File: src/sv/mbbs_pkg.sv
`timescale 1ns / 1ps
// ----------------------------------------------------------------------------
// mbbs_pkg
// Shared types and constants for the mesh bounding box and sphere block.
// ----------------------------------------------------------------------------
package mbbs_pkg;

   localparam int COORD_BITS = 24;
   localparam int AXES       = 3;
   localparam int SQ_BITS    = 2 * COORD_BITS;
   localparam int CNT_BITS   = $clog2(COORD_BITS);
   localparam int AXIS_BITS  = 2;

   localparam logic [AXIS_BITS-1:0] AXIS_X = 2'd0;
   localparam logic [AXIS_BITS-1:0] AXIS_Y = 2'd1;
   localparam logic [AXIS_BITS-1:0] AXIS_Z = 2'd2;

   typedef struct packed {
      logic signed [COORD_BITS-1:0] pos_x;
      logic signed [COORD_BITS-1:0] pos_y;
      logic signed [COORD_BITS-1:0] pos_z;
      logic                         last_vertex;
   } req_type;

   typedef struct packed {
      logic signed [COORD_BITS-1:0] box_min_x;
      logic signed [COORD_BITS-1:0] box_min_y;
      logic signed [COORD_BITS-1:0] box_min_z;
      logic signed [COORD_BITS-1:0] box_max_x;
      logic signed [COORD_BITS-1:0] box_max_y;
      logic signed [COORD_BITS-1:0] box_max_z;
      logic signed [COORD_BITS-1:0] center_x;
      logic signed [COORD_BITS-1:0] center_y;
      logic signed [COORD_BITS-1:0] center_z;
      logic        [COORD_BITS-1:0] radius;
   } rsp_type;

   typedef enum logic [2:0] {
      ST_ACCUM,
      ST_CENTRE,
      ST_SQUARE,
      ST_ROOT,
      ST_OUTPUT
   } state_type;

   typedef struct packed {
      logic                 vertex_load;
      logic                 last;
      logic                 centre_load;
      logic                 square_en;
      logic [AXIS_BITS-1:0] axis_sel;
      logic                 root_step;
      logic                 result_load;
   } cmd_type;

   typedef struct packed {
      logic out_full;
   } sts_type;

endpackage

File: src/sv/mbbs_ctrl.sv
`timescale 1ns / 1ps
// ----------------------------------------------------------------------------
// mbbs_ctrl
// Sequencer: vertex intake, centre, three squares, root digits, result load.
// ----------------------------------------------------------------------------
module mbbs_ctrl
   import mbbs_pkg::*;
(
   input  logic    clock,
   input  logic    reset,
   input  logic    req_valid,
   input  logic    req_last,
   output logic    req_stall,
   input  sts_type sts,
   output cmd_type cmd
);

   localparam logic [CNT_BITS-1:0] SQ_LAST   = CNT_BITS'(AXES - 1);
   localparam logic [CNT_BITS-1:0] ROOT_LAST = CNT_BITS'(COORD_BITS - 1);

   state_type           state_ff, state_in;
   logic [CNT_BITS-1:0] cnt_ff, cnt_in;

   always_ff @(posedge clock) begin
      if (reset) begin
         state_ff <= ST_ACCUM;
         cnt_ff   <= '0;
      end else begin
         state_ff <= state_in;
         cnt_ff   <= cnt_in;
      end
   end

   always_comb begin
      state_in  = state_ff;
      cnt_in    = cnt_ff;
      req_stall = 1'b1;
      cmd       = '0;
      cmd.last  = req_last;
      cmd.axis_sel = cnt_ff[AXIS_BITS-1:0];
      case (state_ff)
         ST_ACCUM: begin
            req_stall       = 1'b0;
            cmd.vertex_load = req_valid;
            if (req_valid && req_last) begin
               state_in = ST_CENTRE;
            end
         end
         ST_CENTRE: begin
            cmd.centre_load = 1'b1;
            cnt_in          = '0;
            state_in        = ST_SQUARE;
         end
         ST_SQUARE: begin
            cmd.square_en = 1'b1;
            if (cnt_ff == SQ_LAST) begin
               cnt_in   = '0;
               state_in = ST_ROOT;
            end else begin
               cnt_in = cnt_ff + 1'b1;
            end
         end
         ST_ROOT: begin
            cmd.root_step = 1'b1;
            if (cnt_ff == ROOT_LAST) begin
               cnt_in   = '0;
               state_in = ST_OUTPUT;
            end else begin
               cnt_in = cnt_ff + 1'b1;
            end
         end
         ST_OUTPUT: begin
            if (!sts.out_full) begin
               cmd.result_load = 1'b1;
               state_in        = ST_ACCUM;
            end
         end
         default: begin
            state_in = ST_ACCUM;
            cnt_in   = '0;
         end
      endcase
   end

   // the closing vertex always starts the sphere sequence
   a_last_starts_centre: assert property (@(posedge clock) disable iff (reset)
      cmd.vertex_load && cmd.last |=> state_ff == ST_CENTRE)
      else $error("last vertex did not start centre step");

   // root digits never run past the coordinate width
   a_root_count: assert property (@(posedge clock) disable iff (reset)
      state_ff == ST_ROOT |-> cnt_ff <= ROOT_LAST)
      else $error("root digit count out of range");

endmodule

File: src/sv/mbbs_dp.sv
`timescale 1ns / 1ps
// ----------------------------------------------------------------------------
// mbbs_dp
// Datapath: running min/max, centre and offsets, squared sum, digit-by-digit
// square root and the result register.
// ----------------------------------------------------------------------------
module mbbs_dp
   import mbbs_pkg::*;
(
   input  logic    clock,
   input  logic    reset,
   input  req_type req_payload,
   input  cmd_type cmd,
   output sts_type sts,
   output logic    rsp_valid,
   input  logic    rsp_stall,
   output rsp_type rsp_payload
);

   logic signed [COORD_BITS-1:0] pos [AXES];
   logic signed [COORD_BITS-1:0] min_ff [AXES];
   logic signed [COORD_BITS-1:0] min_in [AXES];
   logic signed [COORD_BITS-1:0] max_ff [AXES];
   logic signed [COORD_BITS-1:0] max_in [AXES];
   logic signed [COORD_BITS-1:0] centre_ff [AXES];
   logic signed [COORD_BITS-1:0] centre_in [AXES];
   logic        [COORD_BITS-1:0] off_ff [AXES];
   logic        [COORD_BITS-1:0] off_in [AXES];
   logic        [COORD_BITS:0]   pair_sum [AXES];
   logic        [COORD_BITS:0]   span [AXES];

   logic                  run_open_ff, run_open_in;
   logic [COORD_BITS-1:0] off_sel;
   logic [SQ_BITS-1:0]    sq;
   logic [SQ_BITS-1:0]    sum_ff, sum_in;
   logic [COORD_BITS+1:0] rem_ff, rem_in;
   logic [COORD_BITS+1:0] rem_shift, trial;
   logic [COORD_BITS-1:0] root_ff, root_in;
   logic                  digit;
   logic                  rsp_valid_ff, rsp_valid_in;
   rsp_type               rsp_ff, rsp_in;

   assign pos[AXIS_X] = req_payload.pos_x;
   assign pos[AXIS_Y] = req_payload.pos_y;
   assign pos[AXIS_Z] = req_payload.pos_z;

   // min/max widening, centre and half-span per axis
   always_comb begin
      for (int i = 0; i < AXES; i++) begin
         if (!run_open_ff) begin
            min_in[i] = pos[i];
            max_in[i] = pos[i];
         end else begin
            min_in[i] = (pos[i] < min_ff[i]) ? pos[i] : min_ff[i];
            max_in[i] = (pos[i] > max_ff[i]) ? pos[i] : max_ff[i];
         end
         pair_sum[i]  = {min_ff[i][COORD_BITS-1], min_ff[i]}
                      + {max_ff[i][COORD_BITS-1], max_ff[i]};
         centre_in[i] = pair_sum[i][COORD_BITS:1];
         // max - floor((min+max)/2) equals (max - min + 1) / 2
         span[i]      = {max_ff[i][COORD_BITS-1], max_ff[i]}
                      - {min_ff[i][COORD_BITS-1], min_ff[i]}
                      + (COORD_BITS+1)'(1);
         off_in[i]    = span[i][COORD_BITS:1];
      end
   end

   assign run_open_in = !cmd.last;

   always_ff @(posedge clock) begin
      if (reset) begin
         run_open_ff <= 1'b0;
      end else if (cmd.vertex_load) begin
         run_open_ff <= run_open_in;
      end
   end

   always_ff @(posedge clock) begin
      for (int i = 0; i < AXES; i++) begin
         if (cmd.vertex_load) begin
            min_ff[i] <= min_in[i];
            max_ff[i] <= max_in[i];
         end
         if (cmd.centre_load) begin
            centre_ff[i] <= centre_in[i];
            off_ff[i]    <= off_in[i];
         end
      end
   end

   // one axis squared per cycle
   always_comb begin
      case (cmd.axis_sel)
         AXIS_X:  off_sel = off_ff[AXIS_X];
         AXIS_Y:  off_sel = off_ff[AXIS_Y];
         default: off_sel = off_ff[AXIS_Z];
      endcase
   end

   assign sq = SQ_BITS'(off_sel) * SQ_BITS'(off_sel);

   // restoring square root, two radicand bits a step
   assign rem_shift = {rem_ff[COORD_BITS-1:0], sum_ff[SQ_BITS-1 -: 2]};
   assign trial     = {root_ff, 2'b01};
   assign digit     = rem_shift >= trial;

   always_comb begin
      sum_in  = sum_ff;
      rem_in  = rem_ff;
      root_in = root_ff;
      if (cmd.square_en) begin
         sum_in  = (cmd.axis_sel == AXIS_X) ? sq : sum_ff + sq;
         rem_in  = '0;
         root_in = '0;
      end else if (cmd.root_step) begin
         sum_in  = {sum_ff[SQ_BITS-3:0], 2'b00};
         rem_in  = digit ? rem_shift - trial : rem_shift;
         root_in = {root_ff[COORD_BITS-2:0], digit};
      end
   end

   always_ff @(posedge clock) begin
      sum_ff  <= sum_in;
      rem_ff  <= rem_in;
      root_ff <= root_in;
   end

   // result register
   always_comb begin
      rsp_in.box_min_x = min_ff[AXIS_X];
      rsp_in.box_min_y = min_ff[AXIS_Y];
      rsp_in.box_min_z = min_ff[AXIS_Z];
      rsp_in.box_max_x = max_ff[AXIS_X];
      rsp_in.box_max_y = max_ff[AXIS_Y];
      rsp_in.box_max_z = max_ff[AXIS_Z];
      rsp_in.center_x  = centre_ff[AXIS_X];
      rsp_in.center_y  = centre_ff[AXIS_Y];
      rsp_in.center_z  = centre_ff[AXIS_Z];
      rsp_in.radius    = root_ff;
   end

   assign sts.out_full  = rsp_valid_ff && rsp_stall;
   assign rsp_valid_in  = cmd.result_load || (rsp_valid_ff && rsp_stall);

   always_ff @(posedge clock) begin
      if (reset) begin
         rsp_valid_ff <= 1'b0;
      end else begin
         rsp_valid_ff <= rsp_valid_in;
      end
   end

   always_ff @(posedge clock) begin
      if (cmd.result_load) begin
         rsp_ff <= rsp_in;
      end
   end

   assign rsp_valid   = rsp_valid_ff;
   assign rsp_payload = rsp_ff;

   // a run only closes on a vertex marked last
   a_run_close: assert property (@(posedge clock) disable iff (reset)
      $fell(run_open_ff) |-> $past(cmd.vertex_load && cmd.last))
      else $error("run closed without last vertex");

   // box is never inverted
   a_box_order: assert property (@(posedge clock) disable iff (reset)
      rsp_valid_ff |-> rsp_ff.box_min_x <= rsp_ff.box_max_x
                    && rsp_ff.box_min_y <= rsp_ff.box_max_y
                    && rsp_ff.box_min_z <= rsp_ff.box_max_z)
      else $error("box min above max");

   // centre lies inside the box
   a_centre_inside: assert property (@(posedge clock) disable iff (reset)
      rsp_valid_ff |-> rsp_ff.center_x >= rsp_ff.box_min_x
                    && rsp_ff.center_x <= rsp_ff.box_max_x
                    && rsp_ff.center_y >= rsp_ff.box_min_y
                    && rsp_ff.center_y <= rsp_ff.box_max_y
                    && rsp_ff.center_z >= rsp_ff.box_min_z
                    && rsp_ff.center_z <= rsp_ff.box_max_z)
      else $error("centre outside box");

endmodule

File: src/sv/mesh_bounds_box_sphere.sv
`timescale 1ns / 1ps
// ----------------------------------------------------------------------------
// mesh_bounds_box_sphere
// Bounding box, centre and bounding sphere radius of a vertex stream.
// ----------------------------------------------------------------------------
//  channel   direction  handshake          beat
//  req_      in         req_valid/stall    one vertex, last_vertex closes run
//  rsp_      out        rsp_valid/stall    box, centre and radius of one run
//
//  vertices are taken one per cycle while a run is open
//  after the last vertex the input stalls through the sphere steps:
//  centre, three squares on one multiplier, one root digit per cycle, load
//  a result waiting on rsp_stall holds the block in its load step only
//  reset clears the run and the result valid; box and result bits are not reset
// ----------------------------------------------------------------------------
module mesh_bounds_box_sphere
   import mbbs_pkg::*;
(
   input  logic    clock,
   input  logic    reset,
   input  logic    req_valid,
   output logic    req_stall,
   input  req_type req_payload,
   output logic    rsp_valid,
   input  logic    rsp_stall,
   output rsp_type rsp_payload
);

   cmd_type cmd;
   sts_type sts;

   mbbs_ctrl u_ctrl (
      .clock     (clock),
      .reset     (reset),
      .req_valid (req_valid),
      .req_last  (req_payload.last_vertex),
      .req_stall (req_stall),
      .sts       (sts),
      .cmd       (cmd)
   );

   mbbs_dp u_dp (
      .clock       (clock),
      .reset       (reset),
      .req_payload (req_payload),
      .cmd         (cmd),
      .sts         (sts),
      .rsp_valid   (rsp_valid),
      .rsp_stall   (rsp_stall),
      .rsp_payload (rsp_payload)
   );

endmodule
File: config.mk
export PLATFORM = sky130hd
export DESIGN_NAME = mesh_bounds_box_sphere
export DESIGN_NICKNAME = d
export VERILOG_FILES = /design/src/sv/mbbs_pkg.sv /design/src/sv/mbbs_ctrl.sv /design/src/sv/mbbs_dp.sv /design/src/sv/mesh_bounds_box_sphere.sv
export SDC_FILE = /design/constraint.sdc
export NUM_CORES = 2
export LEC_CHECK = 0
export ABC_AREA = 1
export BUFFER_PORTS_ARGS = -buffer_cell sky130_fd_sc_hd__buf_4
export CAP_MARGIN = 0
export CORE_UTILIZATION = 30
export CTS_BUF_LIST = sky130_fd_sc_hd__clkbuf_4 sky130_fd_sc_hd__clkbuf_8 sky130_fd_sc_hd__clkbuf_16
export DETAILED_ROUTE_END_ITERATION = 10
export SLEW_MARGIN = 20
export SYNTH_ARGS = -nofsm -noshare
export SYNTH_HDL_FRONTEND = slang
export SYNTH_SLANG_ARGS = --single-unit
File: constraint.sdc
create_clock -name clock -period 30.8 [get_ports clock]
set_input_delay 6.16 -clock clock [delete_from_list [all_inputs] [get_ports clock]]
set_output_delay 6.16 -clock clock [all_outputs]
set_load 0.01 [all_outputs]
Word level (Yosys, flattened, before mapping) --
Memories as Yosys holds them, arrays and structs flattened. A register that Yosys moved wholly into a read port is not among the register bits. Index checks and enable logic that the tools add are counted.
Operators by class: order comparisons 7, multipliers 1, equality and inequality tests 11, multiplexer cells 36, reductions and logical operators 9, add/sub/neg operators 12
Operators by type and width (number):
- two-way mux 24 bit | 13
- two-way mux 48 bit | 3
- adder 24 x 24 -> 25 bit | 3
- adder 25 x 1 -> 25 bit (second input constant) | 3
- subtractor 24 x 24 -> 25 bit | 3
- > comparator 24 bit | 3
- less-than comparator 24 bit | 3
- adder 48 bit | 1
- multiplier 24 x 24 -> 48 bit | 1
- one-hot mux 24 bit (2 select lines) | 1
- >= comparator 26 bit | 1
- subtractor 24 bit | 1
- one-hot mux 3 bit (5 select lines) | 1
- one-hot mux 5 bit (3 select lines) | 1
- two-way mux 3 bit | 4
- two-way mux 1 bit | 11
- two-way mux 5 bit | 2
- == test 3 x 2 -> 1 bit (second input constant) | 2
- inequality test 2 x 1 -> 1 bit (second input constant) | 3
- adder 5 x 1 -> 5 bit (second input constant) | 1
- == test 5 x 2 -> 1 bit (second input constant) | 1
- == test 5 bit (second input constant) | 1
- AND reduction 4 bit | 1
- == test 3 x 1 -> 1 bit (second input constant) | 1
- other kinds (10) | 11
Word-level totals: register bits 130, input port bits 77, output and inout port bits 242, memory bits (writable) 288, memories 4
Memories:
- u_dp.centre_ff | words 3, bits a word 24, rd ports 3, clocked after Yosys merged registers in 3, write ports 3, RTL line mbbs_dp.sv:25 | logic signed [COORD_BITS-1:0] centre_ff [AXES];
- u_dp.max_ff | words 3, bits a word 24, rd ports 6, clocked after Yosys merged registers in 3, write ports 3, RTL line mbbs_dp.sv:23 | logic signed [COORD_BITS-1:0] max_ff [AXES];
- u_dp.min_ff | words 3, bits a word 24, rd ports 6, clocked after Yosys merged registers in 3, write ports 3, RTL line mbbs_dp.sv:21 | logic signed [COORD_BITS-1:0] min_ff [AXES];
- u_dp.off_ff | words 3, bits a word 24, rd ports 3, clocked after Yosys merged registers in 0, write ports 3, RTL line mbbs_dp.sv:27 | logic [COORD_BITS-1:0] off_ff [AXES];

Longest topological paths before layout --
depth in word-level cells 6, mapped depth 51, mapped depth without buffers 49

By module --
From an unflattened synthesis, not the netlist that was laid out.
Second synthesis, totals: cell total of the unflattened synthesis 6208, area total of the unflattened synthesis 54925.2 µm²
Modules (own cells, without submodules):
- mbbs_dp | area an instance 54358.4 µm², sequential area each 18297.5 µm², times used 1, cells each 6122
- mbbs_ctrl | area an instance 566.8 µm², sequential area each 160.2 µm², times used 1, cells each 86

Worst setup path after synthesis --
OpenSTA, ideal clock, no wires.
path type input -> register, start input rsp_stall, end register, netlist name rsp_payload[24], path buffers 0, library setup time 920 ps, data required time 29880 ps, data arrival time 17402 ps, stages 1, path slack 12478 ps, cells stage by stage a21oi_1
On the way: cells in the longest elaborated chain, start to end 3
Ends and longest elaborated chain:
- start, declared | RTL line mesh_bounds_box_sphere.sv:25 | input logic rsp_stall,
- logical AND 1 bit | RTL line mbbs_dp.sv:142 | assign sts.out_full = rsp_valid_ff && rsp_stall;
- two-way mux 1 bit | RTL line mbbs_ctrl.sv:73 | if (!sts.out_full) begin
- two-way mux 1 bit | RTL line mbbs_ctrl.sv:41 | case (state_ff)
No other way between the ends. A chain may end at the register's enable or synchronous reset.

Final worst setup path --
start register u_ctrl.cnt_ff[1], end register u_dp.sum_ff[34] (data pin)
On the way: cells in the longest elaborated chain, start to end 6
Ends and longest elaborated chain:
- start, declared | RTL line mbbs_ctrl.sv:22 | logic [CNT_BITS-1:0] cnt_ff, cnt_in;
- start signal, assigned | RTL line mbbs_ctrl.sv:30 | cnt_ff <= cnt_in;
- == test 2 x 1 -> 1 bit / zero test 2 bit (equally long branches) | RTL line mbbs_dp.sv:93, mbbs_dp.sv:112
- one-hot mux 24 bit (2 select lines) | RTL line mbbs_dp.sv:93 | case (cmd.axis_sel)
- multiplier 24 x 24 -> 48 bit | RTL line mbbs_dp.sv:100 | assign sq = SQ_BITS'(off_sel) * SQ_BITS'(off_sel);
- adder 48 bit | RTL line mbbs_dp.sv:112 | sum_in = (cmd.axis_sel == AXIS_X) ? sq : sum_ff + sq;
- two-way mux 48 bit (*) | RTL line mbbs_dp.sv:112
- two-way mux 48 bit (*) | RTL line mbbs_dp.sv:111 | if (cmd.square_en) begin
- named net u_dp.sum_in[34] | RTL line mbbs_dp.sv:35 | logic [SQ_BITS-1:0] sum_ff, sum_in;
- end signal, assigned | RTL line mbbs_dp.sv:123 | sum_ff <= sum_in;
- end, declared | RTL line mbbs_dp.sv:35
Mark *: on every way through the listed nets, which the timed path passes. The rest lies on a longest branch.

==> summary.md <==
| Metric | Value |
|---|---|
| Status | `completed` |
| Clk buf depth | `3` |
| CTS Buf Count | `72` |
| DR DRC count | `0` |
| Slew HR | `0.277` |
| Design area | `between 0.06 and 0.07 sq mm` |
| Share of cells above drive strength 1 | `0.0835` |
| Antenna viol nets, final | `0` |
| Total track usage | `0.182` |
| Synth Instances | `~6000` |
| CTS root buffer | `clkbuf_16` |
| Port buffer count | `~320` |
| Number of inserted diodes | `0` |
| Max-cap violations | `0` |
| Final net count | `7635` |
| Vias per cell | `4.80` |
| Worst Setup End Kind | `register` |
| Biggest area consumer among synthesized cells | `edfxtp_1` |
| Vias | `~43000` |
| Post-synth ARST share | `0` |
| Min cycle time layout | `around 11 ns` |
| Clock Sinks | `about 630` |
| Synth Register Bits | `634` |
| Htree depth | `3` |
| Reg2Reg Depth | `42` |
| First-pass GRT wire length | `261 mm` |
| Primary FF master, synth | `edfxtp_1` |
| Syn_area_per_cell | `about 8.9 sq um` |
| TNS Setup | `0 ns` |
| Final wirelength | `between 150 and 200 mm` |
| Starting density of the core | `0.303` |
| Die area | `between 0.15 and 0.2 sq mm` |
| Layout overhead on the synthesized area | `14.5%` |
| CTS resizes | `0` |
| WL per Instance | `between 15 and 20 um` |
| Grt ovf | `0` |
| Placed Cells | `8824` |
| Crit path launch | `u_ctrl.cnt_ff[1]` |
| Setup Fix Bufs, Post-CTS | `0` |
| Tcrit/Tclk final | `0.366` |
| Maximum operating frequency | `about 0.09 GHz` |
| Iter 0 DRT Violations | `approximately 3100` |
| Final Hold Viols | `0` |
| Most common cell after layout, fill and taps aside | `inv_1` |
| Vert. Die Dim | `around 430 um` |
| Reg-to-reg setup timing slack | `approximately 20 ns` |
| Critical Path Slowest Stage Cell | `ha_1` |
| Hold Path Class | `register to register` |
| Die Span X | `roughly 430 um` |
| Final non-filler cell total | `around 9000` |
| DP Area | `about 0.060 sq mm` |
| Hold-fix buffers, CTS | `0` |
| Worst Path Required | `around 31 ns` |
| TritonCTS clock tree | `built` |
| Clock transition at path regs | `0.06 ns` |
| Dpl hpwl | `137 mm` |
| Clock latency on the worst-skew pair | `0.71 ns` |
| Slew Viols, Final | `0` |
| Top cells by area, synth | `edfxtp_1 (32%), fa_1 (16%), ha_1 (14%)` |
| Core area | `about 0.18 sq mm` |
| R2R Path Start | `u_ctrl.cnt_ff[1]` |
| Register area share after synthesis | `0.337` |
| Crit path kind | `register to register` |
| Worst setup path end | `u_dp.sum_ff[34]` |
| Most frequent cells in the layout | `inv_1 (1272), nand2_1 (1162), ha_1 (599), edfxtp_1 (576), nor2_1 (569)` |
| Clock Skew | `0.0459 ns` |
| Worst slew pin tran | `1.08 ns` |
| Pre-antenna DRT Iters | `6` |
| Setup violators final | `0` |
| Crit-path most repeated cell | `inv_1` |
| Largest net degree at the start of global routing | `78` |
| Synth cell types | `55` |
| EDFF count, synth | `576` |
| Worst hold stages | `0` |
| RSZ-0062 raised after global routing | `false` |
| IO Pins | `approximately 320` |
| CP Launch Type | `register` |
| Largest fanout on the critical path | `27` |
| Max stage delay on crit path | `0.86 ns` |
| Synth Net Count | `7281` |
| Initial antenna violation count | `3` |
| YS warnings | `0` |
| Number of global-route vias before repair | `approximately 45000` |
| Placement Rows | `156` |
| Top cell type's share of synthesized area | `0.315` |
| Reg-to-reg critical path endpoint | `u_dp.sum_ff[34]` |
| Mapped cell area | `between 0.05 and 0.06 sq mm` |
| CP arrival | `between 10 and 15 ns` |
| RePlAce Congestion | `0.969` |
## cell families after synthesis
family | Yosys count | synth area share
buffers and inverters | 1366 | 0.0948
DFF | 634 | 0.337
xor gates and xnor gates | 183 | 0.0292
and+or+nand+nor | 2190 | 0.165
adders and majority gates | 1030 | 0.294
AOI/OAI and AO/OA | 771 | 0.0808
## critical path: cells and delay by family, from the launching register on
kind	cells	cell delay (ns)
compound gates	1	0.42
simple gates	19	3.31
fa+ha+maj	10	5.20
buf+inv	12	1.72
flops	1	0.35
## how the worst min path moves through the flow
stage / slack [ns] / to / start
after floorplan: 0.40 / rsp_payload[24] / u_dp.centre_ff[0][48]
after global placement: 0.40 / rsp_payload[60] / u_dp.centre_ff[0][36]
after detailed placement: 0.40 / rsp_payload[43] / u_dp.centre_ff[0][67]
after CTS: 0.41 / rsp_payload[69] / u_dp.centre_ff[0][45]
after global routing: 0.42 / rsp_payload[69] / u_dp.centre_ff[0][45]
final: 0.41 / rsp_payload[69] / u_dp.centre_ff[0][45]
## state kept, by name, indices dropped and copies added (netlist names), 48 cells and up
signal / cells
rsp_payload: 72
u_dp.centre_ff: 72
u_dp.max_ff: 72
u_dp.min_ff: 72
u_dp.off_ff: 72
u_dp.rsp_payload: 168
u_dp.sum_ff: 48
## through the flow
step | util | setup WS, ns | hold slack, ns
4_1_cts | 0.347 | 19.58 | 0.411
3_5_place_dp | 0.332 | 19.63 | 0.405
5_1_grt | 0.347 | 18.95 | 0.417
2_1_floorplan | - | 12.48 | 0.400
6_report | 0.347 | 19.53 | 0.411
3_3_place_gp | 0.332 | 19.79 | 0.402
## area by class of cell
| cell class | instances | area [sq um] |
|---|---|---|
| clock inverter | 48 | 658 |
| inverter | 1288 | 4830 |
| fill | 18500 | 118000 |
| timing repair buffer | 358 | 2690 |
| multi-input combinational | 4174 | 31200 |
| tap | 2370 | 2970 |
| clock buffer | 85 | 1950 |
| sequential | 634 | 18500 |
## cell usage after synthesis (15+ instances only)
library cell / number
a21oi_1: 369
a221o_1: 20
a31oi_1: 36
and2_1: 17
buf_2: 35
clkbuf_1: 32
dfxtp_1: 58
edfxtp_1: 576
fa_1: 430
ha_1: 600
inv_1: 1275
nand2_1: 1164
nand3_1: 266
nand4_1: 55
nor2_1: 570
nor3_1: 51
nor4_1: 15
o211ai_1: 19
o21a_1: 16
o21ai_0: 171
o21bai_1: 50
o22ai_1: 22
or2_2: 19
xnor2_1: 45
xor2_1: 138
## metal layers
| metal | wire (um) | vias to the layer above | GRT usage |
|---|---|---|---|
| met2 | 80400 | 1209 | 0.308 |
| li1 | - | 20600 | - |
| met5 | 0 | - | 0 |
| met3 | 9180 | 242 | 0.0268 |
| met1 | 73500 | 21000 | 0.236 |
| met4 | 5730 | 0 | 0.0626 |
Power is left out: the tool's default activity adds up to more than one toggle a clock period on the data nets, which glitch-free logic cannot reach.
